`config.mk`:
```
export PLATFORM = sky130hd
export DESIGN_NAME = jpeg_app_segment_stripper_core
export DESIGN_NICKNAME = d
export VERILOG_FILES = /design/src/hdl/jass_pkg.sv /design/src/hdl/jpeg_app_segment_stripper_core.sv /design/src/hdl/jass_parse.sv
export VERILOG_INCLUDE_DIRS = /design/src /design/src/hdl
export SDC_FILE = /design/constraint.sdc
export NUM_CORES = 1
export LEC_CHECK = 0
export BUFFER_PORTS_ARGS = -buffer_cell sky130_fd_sc_hd__clkbuf_2
export CAP_MARGIN = 20
export CORE_UTILIZATION = 53
export CTS_CLUSTER_DIAMETER = 40
export DETAILED_ROUTE_END_ITERATION = 7
export MAX_ROUTING_LAYER = met4
export PLACE_DENSITY_LB_ADDON = 0.2
export SLEW_MARGIN = 5
export SYNTH_ARGS = -nofsm -noshare
export SYNTH_HDL_FRONTEND = slang
export SYNTH_SLANG_ARGS = --single-unit
```
`constraint.sdc`:
```
create_clock -name aclk -period 20.2 [get_ports aclk]
set_input_delay 4.04 -clock aclk [delete_from_list [all_inputs] [get_ports aclk]]
set_output_delay 4.04 -clock aclk [all_outputs]
set_load 0.005 [all_outputs]
```
`src/hdl/jpeg_app_segment_stripper_core_defines.svh`:
```
// Assertion macros shared by the stripper RTL.
// No dependencies; included by files that carry concurrent checks.
`ifndef JPEG_APP_SEGMENT_STRIPPER_CORE_DEFINES_SVH
`define JPEG_APP_SEGMENT_STRIPPER_CORE_DEFINES_SVH

// same-cycle implication
`define JASS_ASSERT_IMPL(label, clk, rstn, ante, cons, msg) \
    label: assert property (@(posedge clk) disable iff (!rstn) (ante) |-> (cons)) \
        else $error(msg);

// next-cycle implication
`define JASS_ASSERT_NEXT(label, clk, rstn, ante, cons, msg) \
    label: assert property (@(posedge clk) disable iff (!rstn) (ante) |=> (cons)) \
        else $error(msg);

`endif

```
`src/hdl/jass_pkg.sv`:
```
// Types and constants for the JPEG APPn segment stripper.
// No dependencies; imported by jass_parse and the top level.
package jass_pkg;

    localparam int MAX_RESULTS = 5;
    localparam int CNT_W       = $clog2(MAX_RESULTS + 1);

    localparam logic [7:0] MARKER_PREFIX = 8'hFF;
    localparam logic [7:0] SOI_CODE      = 8'hD8;
    localparam logic [7:0] APP0_CODE     = 8'hE0;
    localparam logic [7:0] APP1_CODE     = 8'hE1;
    localparam logic [7:0] APP15_CODE    = 8'hEF;

    typedef struct packed {
        logic [7:0] in_byte;
        logic       end_flag;
    } in_t;

    typedef struct packed {
        logic [7:0] out_byte;
        logic       has_byte;
        logic       stream_done;
        logic       run_last;
    } out_t;

    typedef struct packed {
        out_t [MAX_RESULTS-1:0] items;
        logic [CNT_W-1:0]       count;
    } res_bundle_t;

endpackage

```
`src/hdl/jpeg_app_segment_stripper_core.sv`:
```
// Top level of the JPEG APPn segment stripper: parser plus result queue.
// Depends on jass_pkg, jass_parse and the shared assertion macros.
//
// Usage:
//   s_valid/s_ready/s_item carry one raw stream byte per item with an end
//   flag on the final byte. m_valid/m_ready/m_item carry the filtered
//   stream; has_byte 0 marks an end-only item, stream_done flags the last
//   item of a stream, run_last the last item caused by one input item.
//   The first result of an input item is registered into m_item, or
//   queued behind it while the output is stalled. One input item per
//   cycle is sustained while each yields at most one result and the
//   receiver is ready; one releasing held header bytes yields up to five.
//   s_ready is low only while the pending queue behind the output
//   register is non-empty; a stalled receiver stops intake after one more
//   item with results. Items that yield nothing (held header bytes,
//   dropped payload) are still taken and leave the output untouched.
//   Reset (aresetn low, synchronous) empties the output and queue and
//   returns the parser to waiting for a start of image. After the end
//   flag the parser restarts by itself for the next stream.
`include "jpeg_app_segment_stripper_core_defines.svh"

module jpeg_app_segment_stripper_core (
    input  logic           aclk,
    input  logic           aresetn,
    input  logic           s_valid,
    output logic           s_ready,
    input  jass_pkg::in_t  s_item,
    output logic           m_valid,
    input  logic           m_ready,
    output jass_pkg::out_t m_item
);
    import jass_pkg::*;

    res_bundle_t            res;
    logic                   accept;
    logic                   load_out;

    out_t [MAX_RESULTS-1:0] pend_reg, pend_next;
    logic [CNT_W-1:0]       pend_cnt_reg, pend_cnt_next;
    out_t                   out_reg, out_next;
    logic                   m_valid_reg, m_valid_next;

    assign s_ready  = (pend_cnt_reg == '0);
    assign accept   = s_valid && s_ready;
    assign load_out = !m_valid_reg || m_ready;

    jass_parse u_parse (
        .aclk    (aclk),
        .aresetn (aresetn),
        .accept  (accept),
        .item    (s_item),
        .res     (res)
    );

    always_comb begin
        pend_next     = pend_reg;
        pend_cnt_next = pend_cnt_reg;
        out_next      = out_reg;
        m_valid_next  = m_valid_reg;
        if (accept) begin
            if (load_out) begin
                if (res.count != '0) begin
                    out_next     = res.items[0];
                    m_valid_next = 1'b1;
                    for (int i = 0; i < MAX_RESULTS - 1; i++) begin
                        pend_next[i] = res.items[i + 1];
                    end
                    pend_cnt_next = res.count - CNT_W'(1);
                end else begin
                    m_valid_next = 1'b0;
                end
            end else begin
                pend_next     = res.items;
                pend_cnt_next = res.count;
            end
        end else if (load_out) begin
            if (pend_cnt_reg != '0) begin
                out_next     = pend_reg[0];
                m_valid_next = 1'b1;
                for (int i = 0; i < MAX_RESULTS - 1; i++) begin
                    pend_next[i] = pend_reg[i + 1];
                end
                pend_cnt_next = pend_cnt_reg - CNT_W'(1);
            end else begin
                m_valid_next = 1'b0;
            end
        end
    end

    always_ff @(posedge aclk) begin
        if (!aresetn) begin
            pend_cnt_reg <= '0;
            m_valid_reg  <= 1'b0;
        end else begin
            pend_cnt_reg <= pend_cnt_next;
            m_valid_reg  <= m_valid_next;
        end
    end

    always_ff @(posedge aclk) begin
        pend_reg <= pend_next;
        out_reg  <= out_next;
    end

    assign m_valid = m_valid_reg;
    assign m_item  = out_reg;

    `JASS_ASSERT_IMPL(a_queue_behind_output, aclk, aresetn, pend_cnt_reg != '0, m_valid_reg, "pending items with empty output register")
    `JASS_ASSERT_NEXT(a_end_gives_item, aclk, aresetn, s_valid && s_ready && s_item.end_flag, m_valid_reg, "end of stream produced no output item")

endmodule

```
`src/hdl/jass_parse.sv`:
```
// Header parser of the stripper: parse state and the result list of one item.
// Depends on jass_pkg and the shared assertion macros.
`include "jpeg_app_segment_stripper_core_defines.svh"

module jass_parse (
    input  logic                 aclk,
    input  logic                 aresetn,
    input  logic                 accept,
    input  jass_pkg::in_t        item,
    output jass_pkg::res_bundle_t res
);
    import jass_pkg::*;

    typedef enum logic [2:0] {
        PH_SOI0, PH_SOI1, PH_BODY, PH_MARK, PH_LENH, PH_LENL, PH_DECIDE, PH_PASS
    } phase_t;

    phase_t      phase_reg, phase_next, phase_upd;
    logic [7:0]  held_marker_reg, held_marker_next, held_marker_upd;
    logic [7:0]  held_len_high_reg, held_len_high_next, held_len_high_upd;
    logic [7:0]  held_len_low_reg, held_len_low_next, held_len_low_upd;
    logic [2:0]  held_count_reg, held_count_next, held_count_upd;
    logic [15:0] payload_left_reg, payload_left_next, payload_left_upd;
    logic        dropping_reg, dropping_next, dropping_upd;

    logic [2:0]  pre_cnt;
    logic [2:0]  post_cnt;
    logic        put_b;
    logic        body_en;
    logic [7:0]  b;
    logic [7:0]  seq [4];
    logic [3:0]  total;
    logic [CNT_W-1:0] n;

    assign b = item.in_byte;

    always_comb begin
        phase_upd         = phase_reg;
        held_marker_upd   = held_marker_reg;
        held_len_high_upd = held_len_high_reg;
        held_len_low_upd  = held_len_low_reg;
        held_count_upd    = held_count_reg;
        payload_left_upd  = payload_left_reg;
        dropping_upd      = dropping_reg;
        pre_cnt           = 3'd0;
        put_b             = 1'b0;
        body_en           = 1'b0;

        case (phase_reg)
            PH_SOI0: begin
                if (b == MARKER_PREFIX) begin
                    held_count_upd = 3'd1;
                    phase_upd      = PH_SOI1;
                end else begin
                    put_b     = 1'b1;
                    phase_upd = PH_PASS;
                end
            end
            PH_SOI1: begin
                pre_cnt        = 3'd1;
                put_b          = 1'b1;
                held_count_upd = 3'd0;
                if (b == SOI_CODE) begin
                    phase_upd        = PH_BODY;
                    payload_left_upd = 16'd0;
                    dropping_upd     = 1'b0;
                end else begin
                    phase_upd = PH_PASS;
                end
            end
            PH_BODY: begin
                body_en = 1'b1;
            end
            PH_MARK: begin
                if (b inside {[APP0_CODE:APP15_CODE]}) begin
                    held_marker_upd = b;
                    held_count_upd  = 3'd2;
                    phase_upd       = PH_LENH;
                end else begin
                    pre_cnt        = 3'd1;
                    put_b          = 1'b1;
                    held_count_upd = 3'd0;
                    phase_upd      = PH_PASS;
                end
            end
            PH_LENH: begin
                held_len_high_upd = b;
                held_count_upd    = 3'd3;
                phase_upd         = PH_LENL;
            end
            PH_LENL: begin
                held_len_low_upd = b;
                held_count_upd   = 3'd4;
                if ({held_len_high_reg, b} < 16'd2) begin
                    pre_cnt        = 3'd4;
                    held_count_upd = 3'd0;
                    phase_upd      = PH_PASS;
                end else begin
                    phase_upd = PH_DECIDE;
                end
            end
            PH_DECIDE: begin
                if (held_marker_reg == APP0_CODE) begin
                    pre_cnt      = 3'd4;
                    dropping_upd = 1'b0;
                end else begin
                    dropping_upd = 1'b1;
                end
                held_count_upd   = 3'd0;
                payload_left_upd = {held_len_high_reg, held_len_low_reg} - 16'd2;
                phase_upd        = PH_BODY;
                body_en          = 1'b1;
            end
            PH_PASS: begin
                put_b = 1'b1;
            end
            default: begin
                put_b     = 1'b1;
                phase_upd = PH_PASS;
            end
        endcase

        if (body_en) begin
            if (payload_left_upd != 16'd0) begin
                payload_left_upd = payload_left_upd - 16'd1;
                put_b            = !dropping_upd;
            end else if (b == MARKER_PREFIX) begin
                held_count_upd = 3'd1;
                phase_upd      = PH_MARK;
            end else begin
                put_b     = 1'b1;
                phase_upd = PH_PASS;
            end
        end
    end

    // end of stream releases what is still held, then back to reset state
    assign post_cnt = item.end_flag ? held_count_upd : 3'd0;

    assign seq[0] = MARKER_PREFIX;
    assign seq[1] = held_marker_upd;
    assign seq[2] = held_len_high_upd;
    assign seq[3] = held_len_low_upd;

    assign total = {1'b0, pre_cnt} + {3'b000, put_b} + {1'b0, post_cnt};

    always_comb begin
        int k;
        k   = 0;
        res = '0;
        for (int i = 0; i < MAX_RESULTS; i++) begin
            k = i - int'(pre_cnt) - int'(put_b);
            if (i < int'(pre_cnt)) begin
                res.items[i].out_byte = seq[2'(i)];
                res.items[i].has_byte = 1'b1;
            end else if ((i == int'(pre_cnt)) && put_b) begin
                res.items[i].out_byte = b;
                res.items[i].has_byte = 1'b1;
            end else if (k < int'(post_cnt)) begin
                res.items[i].out_byte = seq[2'(k)];
                res.items[i].has_byte = 1'b1;
            end
        end
        n = CNT_W'(total);
        if (item.end_flag && (n == '0)) begin
            n = CNT_W'(1);
        end
        if (n != '0) begin
            res.items[n - CNT_W'(1)].run_last    = 1'b1;
            res.items[n - CNT_W'(1)].stream_done = item.end_flag;
        end
        res.count = n;
    end

    always_comb begin
        phase_next         = phase_reg;
        held_marker_next   = held_marker_reg;
        held_len_high_next = held_len_high_reg;
        held_len_low_next  = held_len_low_reg;
        held_count_next    = held_count_reg;
        payload_left_next  = payload_left_reg;
        dropping_next      = dropping_reg;
        if (accept) begin
            if (item.end_flag) begin
                phase_next         = PH_SOI0;
                held_marker_next   = 8'd0;
                held_len_high_next = 8'd0;
                held_len_low_next  = 8'd0;
                held_count_next    = 3'd0;
                payload_left_next  = 16'd0;
                dropping_next      = 1'b0;
            end else begin
                phase_next         = phase_upd;
                held_marker_next   = held_marker_upd;
                held_len_high_next = held_len_high_upd;
                held_len_low_next  = held_len_low_upd;
                held_count_next    = held_count_upd;
                payload_left_next  = payload_left_upd;
                dropping_next      = dropping_upd;
            end
        end
    end

    always_ff @(posedge aclk) begin
        if (!aresetn) begin
            phase_reg         <= PH_SOI0;
            held_marker_reg   <= 8'd0;
            held_len_high_reg <= 8'd0;
            held_len_low_reg  <= 8'd0;
            held_count_reg    <= 3'd0;
            payload_left_reg  <= 16'd0;
            dropping_reg      <= 1'b0;
        end else begin
            phase_reg         <= phase_next;
            held_marker_reg   <= held_marker_next;
            held_len_high_reg <= held_len_high_next;
            held_len_low_reg  <= held_len_low_next;
            held_count_reg    <= held_count_next;
            payload_left_reg  <= payload_left_next;
            dropping_reg      <= dropping_next;
        end
    end

    `JASS_ASSERT_NEXT(a_end_resets, aclk, aresetn, accept && item.end_flag, (phase_reg == PH_SOI0) && (held_count_reg == 3'd0), "parser not back at start after end of stream")
    `JASS_ASSERT_IMPL(a_lenh_held, aclk, aresetn, phase_reg == PH_LENH, held_count_reg == 3'd2, "held count wrong while awaiting length")

endmodule

```
# Word-level counts from Yosys, hierarchy flattened
# Cells that the tools add are included.
dict set report op_classes {
  eq_ne 16
  mux 103
  add_sub_neg 16
  n_lt_le_gt_ge 20
  bitwise_logic 6
  reduce_logical 27
}
# cell n
set ops {}
lappend ops {{44-bit 2-to-1 mux} 5}
lappend ops {{32-bit by 4-bit less-than comparator with 1-bit output} 5}
lappend ops {{32-bit by 2-bit subtractor with 32-bit output} 5}
lappend ops {{8-bit 2-to-1 mux} 17}
lappend ops {{9-bit 2-to-1 mux} 15}
lappend ops {{55-bit bitwise mux} 2}
lappend ops {{8-bit binary-select mux with 2-bit select} 5}
lappend ops {{11-bit demux with 3-bit select} 2}
lappend ops {{16-bit 2-to-1 mux} 4}
lappend ops {{3-bit 2-to-1 mux} 21}
lappend ops {{11-bit 2-to-1 mux} 5}
lappend ops {{55-bit 2-to-1 mux} 1}
lappend ops {{16-bit case mux with 2 select lines} 1}
lappend ops {{8-bit equality test, second input constant} 3}
lappend ops {{3-bit case mux with 6 select lines} 1}
lappend ops {{1-bit 2-to-1 mux} 17}
lappend ops {{16-bit by 2-bit less-than comparator with 1-bit output, second input constant} 1}
lappend ops {{16-bit nonzero test} 1}
lappend ops {{16-bit by 1-bit subtractor with 16-bit output, second input constant} 1}
lappend ops {{16-bit by 2-bit subtractor with 16-bit output, second input constant} 1}
lappend ops {{2-bit by 3-bit >= comparator with 1-bit output, second input constant} 5}
lappend ops {{3-bit case mux with 5 select lines} 1}
lappend ops {{3-bit equality test, second input constant} 4}
lappend ops {{3-bit logical NOT} 4}
lappend ops {{other kinds (33)} 61}
dict set report totals {
  regBits 117
  inputBits 13
}

# Depth between registers and ports, before layout
dict set report logic_depth {
  word_depth 23
  ltp_mapped 28
  ltp_nobuf 25
}

# By module
# A second synthesis with hierarchy kept.
dict set report unflattened {
  hier_cells 1070
  area_unflattened_um2 8384.3
}
# module area_each_um2 n_inst cells_per_inst
set modules_own_cells {}
lappend modules_own_cells {jass_parse 5026.1 1 728}
lappend modules_own_cells {jpeg_app_segment_stripper_core 3358.2 1 342}

# Worst setup path after synthesis
# Ideal clock, no wire load.
dict set report synth_path {
  path_kind {input to register}
  startpoint {in s_item[2] (netlist bit)}
  endpoint {reg pend_reg[0] (netlist bit), enable pin}
  setup_slack_ps 10324
  required_time_ps 19797
  cell_stages 24
  t_arrival_ps 9473
  path_buffers 1
  path_cell_list {nor3_1 > and4_1 > nor2_1 > buf_1 > a22oi_1 > ha_1 > o311ai_0 > nor3_1 > nand2_2 > o31a_1 > or3_4 > inv_2 > fa_1 > inv_1 > ha_1 > xnor2_1 > nand3_1 > nand2_1 > clkinv_1 > ha_1 > ha_1 > o21ai_0 > nand2_1 > nand2_1}
}
dict set report synth_via {
  elab_chain_len 15
  word_cells_on_any_way 37
  classes_between {2 x add/sub; 3 x order compare; 3 x eq/ne; 22 x mux; 7 x reduce/logical}
}
# item line
set synth_rtl {}
lappend synth_rtl {{from (decl)} jpeg_app_segment_stripper_core.sv:27} ;# input jass_pkg::in_t s_item,
lappend synth_rtl {{8-bit >= comparator or 8-bit <= comparator (tied branches)} jass_parse.sv:75} ;# if (b inside {[APP0_CODE:APP15_CODE]}) begin
lappend synth_rtl {{1-bit logical AND} jass_parse.sv:75}
lappend synth_rtl {{1-bit 2-to-1 mux or 2-bit 2-to-1 mux (tied branches)} jass_parse.sv:75}
lappend synth_rtl {{1-bit case mux with 3 select lines or 3-bit case mux with 5 select lines (tied branches)} jass_parse.sv:49} ;# case (phase_reg)
lappend synth_rtl {{1-bit 2-to-1 mux or 3-bit 2-to-1 mux (tied branches)} jass_parse.sv:127} ;# end else if (b == MARKER_PREFIX) begin
lappend synth_rtl {{1-bit 2-to-1 mux or 3-bit 2-to-1 mux (tied branches)} jass_parse.sv:124} ;# if (payload_left_upd != 16'd0) begin
lappend synth_rtl {{1-bit 2-to-1 mux or 3-bit 2-to-1 mux (tied branches)} jass_parse.sv:123} ;# if (body_en) begin
lappend synth_rtl {{3-bit by 1-bit adder with 3-bit output or 3-bit 2-to-1 mux (tied branches)} {jass_parse.sv:145, jass_parse.sv:138}}
lappend synth_rtl {{3-bit adder *} jass_parse.sv:145} ;# assign total = {1'b0, pre_cnt} + {3'b000, put_b} + {1'b0, post_cnt};
lappend synth_rtl {{3-bit logical NOT} jass_parse.sv:165} ;# if (item.end_flag && (n == '0)) begin
lappend synth_rtl {{1-bit logical AND} jass_parse.sv:165}
lappend synth_rtl {{3-bit 2-to-1 mux *} jass_parse.sv:165}
lappend synth_rtl {{3-bit nonzero test *} jpeg_app_segment_stripper_core.sv:62} ;# if (res.count != '0) begin
lappend synth_rtl {{3-bit by 2-bit != test with 1-bit output (no source line) *} n/a}
lappend synth_rtl {{3-bit AND reduction (no source line) *} n/a}
lappend synth_rtl {{to (signal assigned)} jpeg_app_segment_stripper_core.sv:101} ;# pend_reg <= pend_next;
lappend synth_rtl {{to (decl)} jpeg_app_segment_stripper_core.sv:38} ;# out_t [MAX_RESULTS-1:0] pend_reg, pend_next;
# Mark *: on every way between the ends. The rest lies on a longest branch, timed or not.
# A chain may end at the register's enable or synchronous reset.

# Worst setup path after layout
dict set report layout_path {
  startpoint {in s_item[3] (netlist bit)}
  endpoint {reg pend_reg[6] (netlist bit), enable pin}
}
# The elaborated chain is that of the path after synthesis.

==> run summary <==
Die Wd - 131 um
Post-Syn Nets - 1120
DP Cell Count - 1239
area occupied by multi-input gates - 5360 sq um
Final Critical Period - 10.52 ns
Final setup violation count - 0
vias - 8291
hold endpoint - u_parse.payload_left_reg[9]
Resized Gates After CTS - 0
synth unique cells - 83
Clk pin slew, worst setup/hold paths - 0.06 ns
total gr overflow - 0
min-delay worst type - flop to flop
Synth top area share - 22.5%
First DRT Iteration DRCs - 966
largest net degree at the start of global routing - 74
worst hold start - u_parse.payload_left_reg[9]
Post-synth EDFFs - 66
sequential share of the synthesized area - 34.1%
combinational share of power - 48.4%
Clock Path Buffers - 2
Synth-to-Final Area Change - 7.86%
hold_buf cts - 0
initial antenna violation count - 0
H-tree levels - 4
# clock sinks - 117
Top cell by count, worst path - ha_1
max-cap viol count - 0
CTS tree - built
total clock buffers created by CTS - 17
Reg2Reg Setup Slack - 12.85 ns
Tot Pwr - 0.00131 W
Synth Warn # - 0
Initial Util - 54.9%
antenna viol nets, final - 0
Synth Cell Area - 8820 sq um
port bufs - 25
Pins Over Slew Limit - 0
Ports - 26
first-pass GRT wire length - 40.0 mm
Synth async-reset ratio - 0%
Die Y-Extent - 131 um
Critical Path RT - 20.24 ns
period utilization - 52.1%
internal power - 0.000748 W
most common cell after layout, fill and taps aside - nand2_1
syn_area_per_cell - 8.27 sq um
Worst Skew - 0.00826 ns
Crit path largest cell delay - 0.83 ns
worst-path cell with the longest stage delay - nand2_2
router iterations before antenna repair - 5
Clk network pwr share - 22.4%
WHS - 0.478 ns
Power Density - 138 nW/um^2
worst hold path depth - 1
Worst Path Arrival - 10.57 ns
Reg2Reg Depth - 23
fmax - 0.0950 GHz
Root Driver - clkbuf_16
critical path fanouts, max - 45
clk_lat worst skew - 0.43 ns
register share of total power - 29.2%
die footprint - 17200 sq um
# diodes - 0
DRC - 0
Post-Syn Instances - 1066
Slew @ Worst Pin - 1.09 ns
Leak - 3.50 nW
HPWL Detailed - 17.7 mm
Peak VDD IR - 0.0909 mV
Worst Setup End Kind - flop
Nets - 1096
row count - 46
RSZ-0062 raised after global routing - no
Register Area - 3000 sq um
WL/cell - 19.9 um
FF-to-FF End - pend_reg[6]
Fin Setup TNS - 0 ns
post-synth top area cell - edfxtp_1
total track usage - 31.9%
gpl congestion - 0.978
vias per std cell - 6.53
fraction of layout cells with a size suffix above 1 - 9.77%
Routed WL - 25.3 mm
Critical Path Start - s_item[3]
# Post-CTS Setup Buffers - 0
highest-count cells in the layout ignoring fill and taps - nand2_1, nor2_1, o21ai_0
max reg flops - 55
Final Hold Vio Count - 0
#FFs+latches synth - 117
vias in the first global route - 7559
Core Area - 16100 sq um
Switch Pwr - 0.000561 W
Startpoint Class - primary input
synth top area cells - edfxtp_1, dfxtp_1, ha_1
worst relative slew slack - 27.2%
final std cells w/o fill - 1270
reg2reg start - u_parse.phase_reg[1]
switching share of total power - 42.9%
outcome - finished, final reports clean
Top FF cell, synth - edfxtp_1
WS Path Type - primary input to flop
Filler Cells Inserted - 1404
-- cell type report --
| cell class | instances | share of cell area, % |
|---|---|---|
| Multi-Input combinational cell | 841 | 56.4 |
| Sequential cell | 117 | 31.6 |
| Clock buffer | 17 | 4.47 |
| Tap cell | 216 | 2.84 |
| Timing Repair Buffer | 35 | 2.10 |
| Clock inverter | 14 | 1.45 |
| Inverter | 30 | 1.18 |
-- metal layers --
layer / part of all wire (%) / global-route usage [%] / wire (um)
met4: 4.1 / 15.4 / 1030
met1: 45 / 40.8 / 11300
met3: 7.5 / 6.96 / 1890
met2: 44 / 47.6 / 11100
met5: 0 / - / 0
-- worst max path at each step --
stage | cells past startpoint | slack [ns] | to
3_3_place_gp | 25 | 9.66 | pend_reg[36]
2_1_floorplan | 24 | 10.32 | pend_reg[0]
4_1_cts | 25 | 9.83 | pend_reg[38]
5_1_grt | 27 | 9.08 | pend_cnt_reg[1]
3_5_place_dp | 25 | 9.39 | pend_reg[39]
6_report | 25 | 9.68 | pend_reg[6]
-- cell usage after synthesis (all sizes together), types with 20 or more instances --
master,instances
o21ai,73
nand2,112
ha,39
edfxtp,66
clkbuf,58
nor3,36
dfxtp,51
nand3,30
nor2,107
mux2i,29
nor2b,42
a22oi,41
buf,20
inv,29
a21oi,65
a31oi,20
-- through the flow --
step / utilization [%] / setup WS [ns] / instance area (sq um)
2_1_floorplan: - / 10.32 / 8820
5_1_grt: 59.2 / 9.08 / 9510
4_1_cts: 59.2 / 9.83 / 9510
3_5_place_dp: 55.7 / 9.39 / 8950
3_3_place_gp: 55.7 / 9.66 / 8950
6_report: 59.2 / 9.68 / 9510
-- power groups by stage --
stage	Clock, W	Combinational (W)	Sequential, W
2_1_floorplan	0	0.000463	0.000381
3_3_place_gp	0	0.000608	0.000384
3_5_place_dp	0	0.000618	0.000386
5_1_grt	0.000307	0.000701	0.000389
4_1_cts	0.000296	0.000622	0.000382
6_report	0.000294	0.000633	0.000382
-- worst max-delay path: cells and delay by family --
kind	cells	cell delay, ns
buffers and inverters	5	0.91
xor gates and xnor gates	1	0.26
adders and majority gates	5	1.10
and+or+nand+nor	10	3.11
AOI/OAI and AO/OA	4	1.09
-- cells by family after synthesis --
family	Yosys count	share of synthesized area, %
AO/OA/AOI/OAI	318	24.3
flip-flops	117	34.1
buffers and inverters	108	5.21
adder cells (fa/ha/maj)	41	5.99
multiplexers	30	3.42
XOR/XNOR	21	2.09
AND/OR/NAND/NOR	431	24.9
(Power assumes the default switching activity.)
